--- src/sv/spq_pkg.sv ---
// Package for the sorted priority queue: payload structs, operation and
// status codes, and the cell control struct. No dependencies.
`default_nettype none

package spq_pkg;

  localparam int DATA_W        = 32;
  localparam int PRIO_W        = 16;
  localparam int ENTRY_COUNT_W = 5;
  localparam int STATUS_W      = 2;

  typedef enum logic {
    FUNC_PUSH = 1'b0,
    FUNC_POP  = 1'b1
  } func_t;

  typedef enum logic [STATUS_W-1:0] {
    STATUS_OK         = 2'd0,
    STATUS_PUSH_FULL  = 2'd1,
    STATUS_POP_EMPTY  = 2'd2
  } status_t;

  typedef struct packed {
    logic                     func;
    logic signed [DATA_W-1:0] item_data;
    logic [PRIO_W-1:0]        item_priority;
  } req_t;

  typedef struct packed {
    logic signed [DATA_W-1:0]  head_data;
    logic                      queue_empty;
    logic [ENTRY_COUNT_W-1:0]  entry_count;
    logic [STATUS_W-1:0]       status;
  } rsp_t;

  typedef struct packed {
    logic signed [DATA_W-1:0] data;
    logic [PRIO_W-1:0]        prio;
  } entry_t;

  typedef struct packed {
    logic shift_in;
    logic shift_out;
  } cell_ctrl_t;

endpackage

`default_nettype wire

--- src/sv/spq_cell.sv ---
// One slot of the sorted queue: holds an entry and shifts toward either
// neighbor on insert or head removal. Uses spq_pkg.
`default_nettype none

module spq_cell (
  input  wire logic               clk,
  input  wire spq_pkg::cell_ctrl_t ctrl,
  input  wire logic               occupied,
  input  wire logic               left_keep,
  input  wire spq_pkg::entry_t    left_entry,
  input  wire spq_pkg::entry_t    right_entry,
  input  wire spq_pkg::entry_t    new_entry,
  output spq_pkg::entry_t         entry,
  output logic                    keep
);

  spq_pkg::entry_t entry_next;

  // Sorted order makes the kept cells a prefix; ties stay ahead of the new one.
  assign keep = occupied && (entry.prio <= new_entry.prio);

  always_comb begin
    entry_next = entry;
    if (ctrl.shift_in && !keep) begin
      entry_next = left_keep ? new_entry : left_entry;
    end else if (ctrl.shift_out) begin
      entry_next = right_entry;
    end
  end

  always_ff @(posedge clk) begin
    entry <= entry_next;
  end

endmodule

`default_nettype wire

--- config.mk ---
export PLATFORM = sky130hd
export DESIGN_NAME = spq_cell
export DESIGN_NICKNAME = d
export VERILOG_FILES = /design/src/sv/spq_pkg.sv /design/src/sv/spq_cell.sv
export SDC_FILE = /design/constraint.sdc
export NUM_CORES = 1
export LEC_CHECK = 0
export BUFFER_PORTS_ARGS = -buffer_cell sky130_fd_sc_hd__buf_4
export CORE_UTILIZATION = 28
export DETAILED_ROUTE_END_ITERATION = 10
export SLEW_MARGIN = 20
export SYNTH_ARGS = -nofsm -noshare
export SYNTH_HDL_FRONTEND = slang
export SYNTH_SLANG_ARGS = --single-unit
--- constraint.sdc ---
create_clock -name clk -period 6.91 [get_ports clk]
set_clock_uncertainty 0.1 [all_clocks]
set_input_delay 0.3455 -clock clk [delete_from_list [all_inputs] [get_ports clk]]
set_output_delay 0.3455 -clock clk [all_outputs]
set_load 0.01 [all_outputs]
==> impl_summary.txt <==
----------------------------------------------------
[Outcome]
  Run status ... finished, final reports clean

[Yosys]
  FF+latch count, synth ... 48
  Multiplexer share of the synthesized area ... 35.28%
  Average cell area after synthesis ... 13.93 sq um
  Top cells by area in the synthesized netlist ... edfxtp_1 (47%), mux2_2 (35%), ha_1 (6.5%)
  Primary flip-flop cell chosen by synthesis mapping ... edfxtp_1
  Cell taking the most area after synthesis ... edfxtp_1
  Synthesized-area fraction occupied by ao, oa, aoi and oai cells ... 3.144%
  Part of the Yosys area used for sequential elements ... 47.04%
  Top cell type's share of synthesized area ... 47.04%
  Main combinational cell family by area after synthesis ... multiplexers
  Synth cell types ... 24
  Fraction of the mapped netlist area in adder cells ... 6.533%
  Commonest cells in the synthesized netlist ... mux2_2 (96), edfxtp_1 (48), inv_1 (17), ha_1 (16), nand2_1 (7)
  Mapped Nets ... 385
  Gate Count Post-Synth ... 220
  Post-synthesis instance area ... 3064 sq um
  XOR/XNOR share of the synthesized area ... 0%
  Most common cell in the synthesized netlist ... mux2_2
  Async set-reset flop share out of synthesis ... 0%
  Simple-gate share of the synthesized area ... 3.838%
  Count of flip-flops with a built-in enable after synthesis ... 48
  Total number of yosys warnings ... 0

[Place]
  Area after detailed placement ... 4664 sq um
  Port Buf Inserts ... 197
  Cell count after placement ... 545
  Global placement routability congestion ... 0.7197
  Worst slack after detailed placement ... 3.666 ns
  HPWL after detailed placement ... 6.205 mm

[CTS]
  Register clock-pin slew on the reported worst setup and hold paths ... 0.09 ns
  CTS tree ... built
  Post-CTS Hold Fix Bufs ... 0
  Root buffer selected by CTS ... clkbuf_8
  Clk Latency, worst-skew pair ... 0.29 ns
  Post CTS Setup Buffer Count ... 0
  H-Tree Level Count ... 2
  Largest buffer count on any clock path ... 2
  Clock buffers created by TritonCTS ... 5
  Number of resized instances in the post-cts repair step ... 0
  Clock tree sinks ... 48

[Detailed routing]
  Detailed-route DRC error count ... 0
  Via count ... 2461
  First-iteration detailed-routing DRC count ... 35
  Length of the first detailed-routing pass in iterations ... 4
  Routed WL per cell ... 14.55 um
  Sum of routed wire length over all layers ... 8.048 mm
  Via-per-instance ratio ... 4.450
  DRT antenna net count ... 0

[Cells and area]
  Final Instance Area ... 4750 sq um
  Max FFs per register ... 48
  Filler cells ... 1011
  Total inserted antenna cells ... 0
  Final-stage net count ... 581
  Synthesis-to-layout area growth ... 55.00%
  Biggest regs ... entry (48)
  Share of cells above drive strength 1 ... 73.38%
  Finished Layout Cells ... 553
  Register containing the most flip-flops in the final layout ... entry

[Power and ir drop]
  Cell leakage power ... 0.002134 uW
  Highest ir drop seen on vdd ... 0.00008437 V
  Pwr dens ... 170.4 nW/um^2

[Timing]
  RSZ-0062 raised after global routing ... no
  Headroom to the max-slew limit ... 56.46%
  Final worst path period need ... 3.161 ns
  Endpoints failing setup ... 0
  Hold violation total from the final report ... 0
  Total negative setup slack ... 0 ns
  Total count of max-transition violations in the final report ... 0
  Slew @ Worst Pin ... 0.6532 ns
  Final WS setup ... 3.749 ns
  Hold_ws ... 0.2438 ns
  Post-route fraction of the period consumed by the critical path ... 45.75%
  Maximum clock frequency ... 0.3163 GHz

[Die]
  Overall die width ... 106.6 um
  IO Count ... 198
  Effective utilization at floorplan ... 29.29%
  Die Outline Area ... 11370 sq um
  Total number of placement rows ... 37
  Core area ... 10460 sq um
  Height of the die ... 106.6 um

[Run]
  Max-cap viol count ... 0

[Global route]
  Global-route wire length before repair ... 12.72 mm
  Global Route Usage Sum ... 14.43%
  Pin count of the biggest net entering global routing ... 49
  Number of global-route vias before repair ... 2650
  Antenna violations before repair ... 0
  Leftover overflow at the end of global routing ... 0

[Worst setup path]
  Arrival time worst endpoint ... 3.01 ns
  Source of the critical timing path ... entry[15]$_DFFE_PP_
  Critical Path RT ... 6.76 ns
  Type of the worst setup path ... flop to flop
  Category of the worst setup path capture point ... flop
  Launching point of the worst reg2reg path ... entry[15]$_DFFE_PP_
  Critical path peak fanout ... 31
  Category of the worst setup path launch point ... flop

[Worst hold path]
  Min-Delay Path Class ... input pin to flop
  Min-Delay Startpoint ... right_entry[37]

----------------------------------------------------
-- worst max-delay path, cell delays in order, from the launching register on --
cell,delay [ns]
edfxtp_1,0.42
ha_1,0.35
nand4_2,0.14
nor4_2,0.36
a21bo_2,0.29
a311oi_4,0.23
or2_2,0.44
buf_4,0.47
-- metal layers --
| metal | GRT usage (%) | vias to the layer above | routed length, um | share of wire (%) |
|---|---|---|---|---|
| met5 | 0 | - | 0 | 0 |
| met4 | 4.501 | 0 | 123 | 1.5 |
| met3 | 3.526 | 7 | 621 | 7.7 |
| met2 | 25.44 | 111 | 4139 | 51 |
| met1 | 17.20 | 1128 | 3163 | 39 |
| li1 | - | 1215 | - | - |
-- cell type report --
cell class	count	area [sq um]	share of cell area [%]
clock buffers	7	76.32	1.607
clock inverters	1	8.758	0.1844
inverters	17	63.81	1.344
multi-input cells	145	1495	31.48
flip-flops and latches	48	1441	30.35
well taps	136	170.2	3.583
repair buffers	199	1494	31.45
-- kinds of logic after synthesis --
logic type | after synthesis
compound gates | 13
fa+ha+maj | 16
buf+inv | 27
flops | 48
mux | 96
simple gates | 20
-- through the flow --
step | total power [uW] | utilization [%]
CTS | 826.4 | 45.40
global route | 862.7 | 45.40
detailed placement | 657.2 | 44.58
global placement | 653.9 | 44.58
finish | 809.2 | 45.40
floorplan | 516.6 | -
-- worst paths after layout --
check | end | slack, ns | depth (start not counted)
setup / recovery | entry[1]$_DFFE_PP_ | 3.75 | 7
hold / removal | entry[37]$_DFFE_PP_ | 0.24 | 2
setup reg to reg | entry[1]$_DFFE_PP_ | 3.75 | 7
hold reg to reg | entry[19]$_DFFE_PP_ | 1.54 | 5
-- where the power goes --
part | switching, uW | internal (uW) | total [uW]
Combinational | 105 | 162 | 266
Clock | 91.0 | 72.4 | 163
Sequential | 13.1 | 366 | 379
-- cells in the final DEF, fill, tap and decap left out, drive strengths merged --
master | synthesis | final
buf | 5 | 199
mux2 | 96 | 96
edfxtp | 48 | 48
inv | 17 | 17
ha | 16 | 16
nand2 | 7 | 7
clkbuf | 5 | 7
a21oi | 6 | 6
o21ai | 3 | 3
nor3 | 3 | 3
and3 | 2 | 2
nand4 | 2 | 2
nor4 | 1 | 1
and2 | 1 | 1
o21bai | 1 | 1
nor2b | 1 | 1
a21bo | 1 | 1
nand3 | 1 | 1
a21boi | 1 | 1
nor4b | 1 | 1
a311oi | 1 | 1
or2 | 1 | 1
clkinv | 0 | 1
Power figures use the tool's default switching activity.
